### config.mk
export PLATFORM = sky130hd
export DESIGN_NAME = lru_duplicate_event_filter
export DESIGN_NICKNAME = d
export VERILOG_FILES = /design/src/sv/ldef_pkg.sv /design/src/sv/ldef_cell.sv /design/src/sv/ldef_cfg_regs.sv /design/src/sv/lru_duplicate_event_filter.sv
export SDC_FILE = /design/constraint.sdc
export NUM_CORES = 1
export LEC_CHECK = 0
export BUFFER_PORTS_ARGS = -buffer_cell sky130_fd_sc_hd__buf_2
export CAP_MARGIN = 20
export CELL_PAD_IN_SITES_DETAIL_PLACEMENT = 0
export CELL_PAD_IN_SITES_GLOBAL_PLACEMENT = 1
export CORE_UTILIZATION = 28
export CTS_CLUSTER_DIAMETER = 200
export DETAILED_ROUTE_END_ITERATION = 12
export PLACE_DENSITY_LB_ADDON = 0.1
export SYNTH_ARGS = -nofsm -noshare
export SYNTH_HDL_FRONTEND = slang
export SYNTH_HIERARCHICAL = 1
export SYNTH_SLANG_ARGS = --single-unit
### constraint.sdc
create_clock -name clk_i -period 3.1 [get_ports clk_i]
set_input_delay 0.155 -clock clk_i [delete_from_list [all_inputs] [get_ports clk_i]]
set_output_delay 0.155 -clock clk_i [all_outputs]
set_load 0.005 [all_outputs]
### src/sv/ldef_pkg.sv
// ----------------------------------------------------------------------------
// ldef_pkg
// Shared types and constants of the duplicate event filter.
// ----------------------------------------------------------------------------
package ldef_pkg;

  localparam int CacheEntries = 4;
  localparam int ProcW        = 32;
  localparam int SeqW         = 32;
  localparam int CapW         = 6;
  localparam int AddrW        = 3;
  localparam int DataW        = 32;

  // register indexes
  localparam logic [0:0] RegFilterEn = 1'b0;
  localparam logic [0:0] RegLogEn    = 1'b1;

  typedef struct packed {
    logic             cred_present;
    logic [ProcW-1:0] process_id;
    logic [SeqW-1:0]  seq_tag;
    logic [CapW-1:0]  cap_number;
  } ldef_req_t;

  typedef struct packed {
    logic emit_log;
    logic was_hit;
  } ldef_rsp_t;

  typedef struct packed {
    logic [ProcW-1:0] process_id;
    logic [SeqW-1:0]  seq_tag;
    logic [CapW-1:0]  cap_number;
  } ldef_key_t;

  typedef struct packed {
    logic filter_en;
    logic log_en;
  } ldef_cfg_t;

endpackage

### src/sv/ldef_cell.sv
// ----------------------------------------------------------------------------
// ldef_cell
// One slot of the recency chain: holds a key, compares it against the probe
// and takes its upper neighbor's key when an update passes through it.
// ----------------------------------------------------------------------------
module ldef_cell (
  input  logic              clk_i,
  input  logic              rst_ni,
  input  logic              update_i,
  input  ldef_pkg::ldef_key_t probe_i,
  input  ldef_pkg::ldef_key_t prev_key_i,
  input  logic              hit_above_i,
  output ldef_pkg::ldef_key_t key_o,
  output logic              hit_above_o
);
  import ldef_pkg::*;

  ldef_key_t key_q, key_d;
  logic      match;

  assign match       = (key_q == probe_i);
  assign hit_above_o = hit_above_i | match;
  assign key_o       = key_q;

  // shift only while no more recent slot matched; the matching slot itself
  // takes its neighbor's key since the probe moves to the head
  always_comb begin
    key_d = key_q;
    if (update_i && !hit_above_i) begin
      key_d = prev_key_i;
    end
  end

  always_ff @(posedge clk_i or negedge rst_ni) begin
    if (!rst_ni) begin
      key_q <= '0;
    end else begin
      key_q <= key_d;
    end
  end

endmodule

### src/sv/ldef_cfg_regs.sv
// ----------------------------------------------------------------------------
// ldef_cfg_regs
// APB register file: filter enable and log enable.
// ----------------------------------------------------------------------------
module ldef_cfg_regs (
  input  logic                       clk_i,
  input  logic                       rst_ni,
  input  logic                       psel,
  input  logic                       penable,
  input  logic                       pwrite,
  input  logic [ldef_pkg::AddrW-1:0] paddr,
  input  logic [ldef_pkg::DataW-1:0] pwdata,
  output logic [ldef_pkg::DataW-1:0] prdata,
  output logic                       pready,
  output ldef_pkg::ldef_cfg_t        cfg_o
);
  import ldef_pkg::*;

  ldef_cfg_t  cfg_q, cfg_d;
  logic [0:0] reg_idx;
  logic       wr_en;

  assign pready  = 1'b1;
  assign reg_idx = paddr[2:2];
  assign wr_en   = psel & penable & pwrite;
  assign cfg_o   = cfg_q;

  always_comb begin
    cfg_d = cfg_q;
    if (wr_en) begin
      case (reg_idx)
        RegFilterEn: cfg_d.filter_en = pwdata[0];
        RegLogEn:    cfg_d.log_en    = pwdata[0];
        default:     cfg_d = cfg_q;
      endcase
    end
  end

  always_comb begin
    case (reg_idx)
      RegFilterEn: prdata = {{(DataW-1){1'b0}}, cfg_q.filter_en};
      RegLogEn:    prdata = {{(DataW-1){1'b0}}, cfg_q.log_en};
      default:     prdata = '0;
    endcase
  end

  always_ff @(posedge clk_i or negedge rst_ni) begin
    if (!rst_ni) begin
      cfg_q <= '{filter_en: 1'b1, log_en: 1'b1};
    end else begin
      cfg_q <= cfg_d;
    end
  end

endmodule

### src/sv/lru_duplicate_event_filter.sv
// ----------------------------------------------------------------------------
// lru_duplicate_event_filter
// Suppresses repeated denial events with a small LRU store of recent keys.
// ----------------------------------------------------------------------------
// port group   direction  signals
// command      in/out     start_i, busy_o, req_i (ldef_req_t)
// result       out        done_o, rsp_o (ldef_rsp_t)
// config       in/out     psel, penable, pwrite, paddr, pwdata, prdata, pready
//
// One event per clock; the result is registered from the single combinational
// pass of the probe through the cell chain.
// The store is a move-to-front chain: cell 0 is most recent, the last cell is
// the victim. Reset clears all keys to zero and both enables to one.
// busy_o stays low; results are shown for one cycle with done_o and cannot
// be stalled.
// ----------------------------------------------------------------------------
module lru_duplicate_event_filter (
  input  logic                       clk_i,
  input  logic                       rst_ni,
  input  logic                       start_i,
  output logic                       busy_o,
  input  ldef_pkg::ldef_req_t        req_i,
  output logic                       done_o,
  output ldef_pkg::ldef_rsp_t        rsp_o,
  input  logic                       psel,
  input  logic                       penable,
  input  logic                       pwrite,
  input  logic [ldef_pkg::AddrW-1:0] paddr,
  input  logic [ldef_pkg::DataW-1:0] pwdata,
  output logic [ldef_pkg::DataW-1:0] prdata,
  output logic                       pready
);
  import ldef_pkg::*;

  ldef_cfg_t cfg;
  ldef_key_t probe;
  ldef_key_t key_c [CacheEntries+1];
  logic      hit_c [CacheEntries+1];
  logic      accept, lookup, update, hit;
  logic      done_q, done_d;
  ldef_rsp_t rsp_q, rsp_d;

  ldef_cfg_regs u_cfg (
    .clk_i   (clk_i),
    .rst_ni  (rst_ni),
    .psel    (psel),
    .penable (penable),
    .pwrite  (pwrite),
    .paddr   (paddr),
    .pwdata  (pwdata),
    .prdata  (prdata),
    .pready  (pready),
    .cfg_o   (cfg)
  );

  assign busy_o = 1'b0;
  assign accept = start_i & ~busy_o;
  assign lookup = accept & req_i.cred_present & cfg.filter_en;
  assign update = lookup;

  assign probe = '{process_id: req_i.process_id,
                   seq_tag:    req_i.seq_tag,
                   cap_number: req_i.cap_number};

  // cell 0 takes the probe; hit ripples toward the tail
  assign key_c[0] = probe;
  assign hit_c[0] = 1'b0;

  for (genvar g = 0; g < CacheEntries; g++) begin : g_cell
    ldef_cell u_cell (
      .clk_i       (clk_i),
      .rst_ni      (rst_ni),
      .update_i    (update),
      .probe_i     (probe),
      .prev_key_i  (key_c[g]),
      .hit_above_i (hit_c[g]),
      .key_o       (key_c[g+1]),
      .hit_above_o (hit_c[g+1])
    );
  end

  assign hit = hit_c[CacheEntries];

  always_comb begin
    done_d        = accept;
    rsp_d.was_hit = lookup & hit;
    rsp_d.emit_log = accept & req_i.cred_present & cfg.log_en &
                     (~cfg.filter_en | ~hit);
  end

  always_ff @(posedge clk_i or negedge rst_ni) begin
    if (!rst_ni) begin
      done_q <= 1'b0;
    end else begin
      done_q <= done_d;
    end
  end

  always_ff @(posedge clk_i) begin
    rsp_q <= rsp_d;
  end

  assign done_o = done_q;
  assign rsp_o  = rsp_q;

endmodule

==> results.toml, run 1 <==
[place]
place_area_um2 = 15230
post-place-cells = 1763
io_buffers = 82
place_hpwl_um = 21950
place_congestion = 0.6827

[layout]
drive_gt1_share_pct = 37.21
finish.net_count = 1326
nFillCells = 4885
final_common_cell = "mux2_2"
fin_area_um2 = 17230
syn2layout_area_growth_pct = 24.20
final_cells = 1903
final_cell_mix = "mux2_2 (282), dfrtp_1 (281), xor2_1 (200), buf_2 (81), xnor2_1 (80)"
utilization_pct = 35.19
diodes = 0

[routing]
first_pass_iters = 3
drc = 0
via_count = 8217
postRouteAntennaNets = 0
avgViaCountPerCell = 4.318
drtIter0Drc = 188
routed_wl_um = 32660
wl_per_cell_um = 17.16

[setup_path]
reg2regPathDepth = 12
crit_path_start = "g_cell[0].u_cell/key_o[2]$_DFFE_PN0P_"
crit_fanout = 22
crit_chain = "xor2_1 > nor4_1 > buf_4 > nand4_1 > buf_4 > nor3_1 > a31o_1 > a31o_1 > a31o_1 > nor2b_4 > buf_12 > mux2_2"
worst-r2r-setup-slack_ns = 0.22
cpPeakStageDelay_ns = 0.44
cpMostUsedCell = "a31o_1"
cp-start-kind = "flop"
arrival_ns = 3.30
critical_path_class = "reg2reg"
endpoint_kind = "flop"
cpMaxStageDelayCell = "nor4_1"
r2r-start = "g_cell[0].u_cell/key_o[2]$_DFFE_PN0P_"
rr_endpoint = "g_cell[3].u_cell/key_o[11]$_DFFE_PN0P_"
crit_required_ns = 3.52
crit_end = "g_cell[3].u_cell/key_o[11]$_DFFE_PN0P_"

[sta]
rsz0062_at_grt = "no"
fin_setup_tns_ns = 0
post-route-period-util_pct = 92.98
hold_violations = 0
setup_viol = 0
fin_skew_ns = 0.01312
slew_headroom_pct = 53.51
max_freq_mhz = 346.9
slew_violations = 0
fin_crit_ns = 2.882
tightest_slew_ns = 0.6909

[global_route]
grt_start_max_net_pins = 101
grt_overflow = 0
grt_pass1_vias = 8834
grt_pass1_wl_um = 52380
antenna_found_initial = 1
gr-usage-all-layers_pct = 13.56

[cts]
clkSinkCount = 285
postCtsResizedCells = 0
cts_hold_buffers = 77
cts_made_buffers = 36
cts.htree.levels = 2
clock-root-buffer = "clkbuf_16"
insertion_delay_ns = 0.54
cts_tree = "done"
path_clk_slew_ns = 0.05
post_cts_buffers = 0
clock_path_buffers = 3

[pwr]
power.density_nw_per_um2 = 835.0
leakagePower_nw = 7.664
peakVddDrop_mv = 0.4186

[logic_synthesis]
synth_cell_types = 22
yosysTopAreaCell = "dfrtp_1"
synth_top_area_share_pct = 50.70
synth_area_um2 = 13870
syn_inst = 1022
synth.avg_cell_area_um2 = 13.57
synth-seq-area-share_pct = 51.37
yosysWarnings = 6
ys_ff_latch = 285
synthTopCellsByArea = "dfrtp_1 (51%), mux2_2 (23%), xor2_1 (13%), xnor2_1 (5.1%), nor4_1 (2.2%)"

[floorplan]
die_x_um = 224.6
die_area_um2 = 50430
die_height_um = 224.6
core.rowCount = 81
ios = 149
start_util_pct = 28.33
core_um2 = 48950

[status]
outcome = "finished, final reports clean"

[flow_run]
maxCapViolCount = 0

[worst_hold_path]
holdCritPathClass = "in2async"
[area by class of cell]
type                    instances  area, um2  share of cell area [%]
clock buffers                  53       1096                   6.363
well taps                     664      830.8                   4.823
flip-flops and latches        285       7124                   41.36
clock inverters                10      130.1                  0.7554
multi-input cells             704       6492                   37.69
repair buffers                187       1551                   9.007
[registers in the layout, summed over array words and instances, names as in the netlist]
signal,flops
g_cell.u_cell/key_o,280
rsp_o,2
done_o,1
u_cfg/cfg_o,2
[report_power, final]
group / switching (mW) / internal [mW] / total (mW) / leakage, nW
logic: 1.33 / 2.16 / 3.49 / 3.40
clock network: 1.64 / 2.69 / 4.33 / 0.603
registers: 1.29 / 5.27 / 6.56 / 3.66
[layer usage]
layer	wire length [um]	vias up	GRT usage (%)
li1	-	3918	-
met1	15780	4161	18.57
met2	15150	90	21.57
met3	1119	46	3.005
met4	591	2	3.511
met5	17	-	0
[worst min-delay path by stage]
stage	startpoint	cells after the start	slack, ns	to
floorplan	rst_ni	0	-0.14	done_o$_DFF_PN0_
global placement	rst_ni	1	0.08	g_cell[0].u_cell/key_o[14]$_DFFE_PN0P_
detailed placement	rst_ni	1	0.08	g_cell[0].u_cell/key_o[14]$_DFFE_PN0P_
CTS	rst_ni	2	0.09	g_cell[1].u_cell/key_o[14]$_DFFE_PN0P_
global route	rst_ni	2	0.11	g_cell[0].u_cell/key_o[14]$_DFFE_PN0P_
finish	rst_ni	2	0.10	g_cell[0].u_cell/key_o[14]$_DFFE_PN0P_
[kinds of logic after synthesis]
group / Yosys count / share of synthesized area (%)
AO/OA/AOI/OAI: 5 / 0.2886
XOR/XNOR: 280 / 17.68
buffers and inverters: 65 / 2.905
flip-flops: 285 / 51.37
multiplexers: 283 / 22.98
other: 3 / 0.08119
AND/OR/NAND/NOR: 101 / 4.700
[stage by stage]
step	power [mW]	hold slack, ns	setup slack [ns]
6_report	14.38	0.1013	0.2176
5_1_grt	15.40	0.1121	0.04043
4_1_cts	14.69	0.08915	0.1311
3_5_place_dp	10.12	0.08447	0.1485
3_3_place_gp	10.07	0.08158	0.1983
2_1_floorplan	9.019	-0.1406	0.8819
[critical path, delay by kind of cell, from the launching register on]
family | cells | cell delay (ns)
flip-flops | 1 | 0.40
multiplexers | 1 | 0.28
AND/OR/NAND/NOR | 4 | 0.87
XOR/XNOR | 1 | 0.15
buffers and inverters | 3 | 0.52
AO/OA/AOI/OAI | 3 | 0.52
[Yosys cell counts]
library cell / count
nand3_1: 1
conb_1: 3
mux2_1: 1
buf_2: 28
mux2_2: 282
xnor2_1: 80
and4_1: 1
nor3_1: 8
nand4b_1: 1
nand4_1: 33
dfxtp_1: 2
a31o_1: 4
nor2b_1: 4
dfrtp_1: 281
xor2_1: 200
buf_4: 33
nor4_2: 4
clkbuf_1: 4
nor4_1: 48
dfstp_2: 2
and3_2: 1
a21oi_1: 1
(Power assumes the default switching activity.)
==> inputs of run 2 (changes only) <==
==> constraint.sdc (replaced) <==
create_clock -name clk_i -period 3.4 [get_ports clk_i]
set_input_delay 0.17 -clock clk_i [delete_from_list [all_inputs] [get_ports clk_i]]
set_output_delay 0.17 -clock clk_i [all_outputs]
set_load 0.005 [all_outputs]
==> run 2 against run 1 <==
Worst hold slack improved by 0.14 ns. First-iteration DRC count increased by 34%. Clock power down 15%. Fmax is 6.3% lower. Global-route usage is essentially flat. Total power fell by 11%. Combinational power fell by 8.9%. Non-clock buffer count shrank 4. Register-to-register slack improved by 0.11 ns. Largest power group unchanged.
==> results.toml, run 2 (same netlist as run 1, synthesis figures left out) <==
[setup_path]
crit_chain = "xor2_1 > nor4_1 > buf_4 > nand4_1 > buf_4 > nor3_1 > a31o_1 > a31o_1 > a31o_1 > nor2b_4 > buf_12 > mux2_2"
crit_end = "g_cell[3].u_cell/key_o[41]$_DFFE_PN0P_"
cpMaxStageDelayCell = "nor2b_4"
r2r-start = "g_cell[0].u_cell/key_o[58]$_DFFE_PN0P_"
worstSetupPathDepth = 12
cp_top_family = "simple AND/OR/NAND/NOR gates"
cpPeakStageDelay_ns = 0.57
crit_path_start = "g_cell[0].u_cell/key_o[58]$_DFFE_PN0P_"
cpMostUsedCell = "a31o_1"
reg2regPathDepth = 12
arrival_ns = 3.49
endpoint_kind = "flop"
crit_fanout = 17
crit_required_ns = 3.82
cp-start-kind = "flop"
path_buf_inv = 3
critical_path_class = "reg2reg"
rr_endpoint = "g_cell[3].u_cell/key_o[41]$_DFFE_PN0P_"
worst-r2r-setup-slack_ns = 0.33

[routing]
postRouteAntennaNets = 0
drtIter0Drc = 252
avgViaCountPerCell = 4.303
wl_per_cell_um = 17.24
via_count = 8158
routed_wl_um = 32680
first_pass_iters = 4
drc = 0

[pwr]
power.density_nw_per_um2 = 751.2
leakagePower_nw = 7.585
p_int_mw = 8.984
seqPwrFrac_pct = 46.6
clockPowerShare_pct = 28.6
total_power_mw = 12.83
peakVddDrop_mv = 0.3159
p_comb_share_pct = 24.8
power_switching_mw = 3.844
swShare_pct = 29.96

[floorplan]
ios = 149
start_util_pct = 28.33
die_area_um2 = 50430
die_height_um = 224.6
core.rowCount = 81
die_x_um = 224.6
core_um2 = 48950

[cts]
insertion_delay_ns = 0.54
cts.htree.levels = 2
clock-root-buffer = "clkbuf_16"
cts_tree = "done"
clkSinkCount = 285
postCtsResizedCells = 0
path_clk_slew_ns = 0.05
cts_made_buffers = 37
clock_path_buffers = 3

[place]
place_area_um2 = 15170
pre_cts_ws_ns = 0.2636
io_buffers = 82
place_congestion = 0.6920
post-place-cells = 1759
place_hpwl_um = 22240

[sta]
fin_crit_ns = 3.075
slew_headroom_pct = 41.04
post-route-period-util_pct = 90.43
max_freq_mhz = 325.2
fin_ws_ns = 0.3252
hold_slack_ns = 0.2455
fin_skew_ns = 0.01993
tightest_slew_ns = 0.8825
rsz0062_at_grt = "no"
setup_viol = 0
hold_violations = 0
slew_violations = 0
fin_setup_tns_ns = 0

[layout]
fin_area_um2 = 17080
diodes = 0
final_cell_mix = "mux2_2 (282), dfrtp_1 (281), xor2_1 (200), buf_2 (81), xnor2_1 (80)"
largest_register_ffs = 280
finish.net_count = 1323
final_cells = 1896
final_common_cell = "mux2_2"
drive_gt1_share_pct = 36.36
utilization_pct = 34.88
syn2layout_area_growth_pct = 23.11

[global_route]
grt_util_met2_pct = 22.05
antenna_found_initial = 2
grt_pass1_wl_um = 52630
grt_pass1_vias = 8953
grtUsageMet3_pct = 2.560
grt_start_max_net_pins = 87
gr-usage-all-layers_pct = 13.58
grt_util_met1_pct = 18.28
grt_overflow = 0
busiest_layer = "met2"

[flow_run]
maxCapViolCount = 0

[status]
outcome = "finished, final reports clean"

[worst_hold_path]
holdCritPathClass = "in2async"
-- run 2: worst min path at each step --
stage,slack (ns),to
2_1_floorplan,-0.13,done_o$_DFF_PN0_
3_3_place_gp,0.26,g_cell[0].u_cell/key_o[14]$_DFFE_PN0P_
3_5_place_dp,0.26,g_cell[0].u_cell/key_o[14]$_DFFE_PN0P_
4_1_cts,0.27,g_cell[2].u_cell/key_o[68]$_DFFE_PN0P_
5_1_grt,0.30,g_cell[0].u_cell/key_o[14]$_DFFE_PN0P_
6_report,0.25,g_cell[0].u_cell/key_o[14]$_DFFE_PN0P_
-- run 2: power groups by stage --
stage	logic (mW)	clock network, mW	registers, mW
finish	3.18	3.67	5.98
global route	3.55	3.99	6.24
CTS	3.26	3.86	6.00
detailed placement	3.16	0	6.05
global placement	3.14	0	6.03
floorplan	2.49	0	5.73
-- run 2: per-layer routing --
layer | share of wire, % | up-vias
met5 | 0.098 | -
met4 | 1.9 | 4
met3 | 3.1 | 46
met2 | 47 | 94
li1 | - | 3905
met1 | 48 | 4109
-- run 2: final cells by class --
cell class | instances | area (um2)
fill | 4881 | 31880
sequential | 285 | 7124
multi-input combinational | 704 | 6492
timing repair buffer | 183 | 1496
clock buffer | 57 | 1102
tap | 664 | 830.8
clock inverter | 3 | 28.78
-- run 2: timing repair --
action	in CTS	in global routing
hold buffers	77	0
setup buffers	0	0
endpoints found under the hold margin	156	0
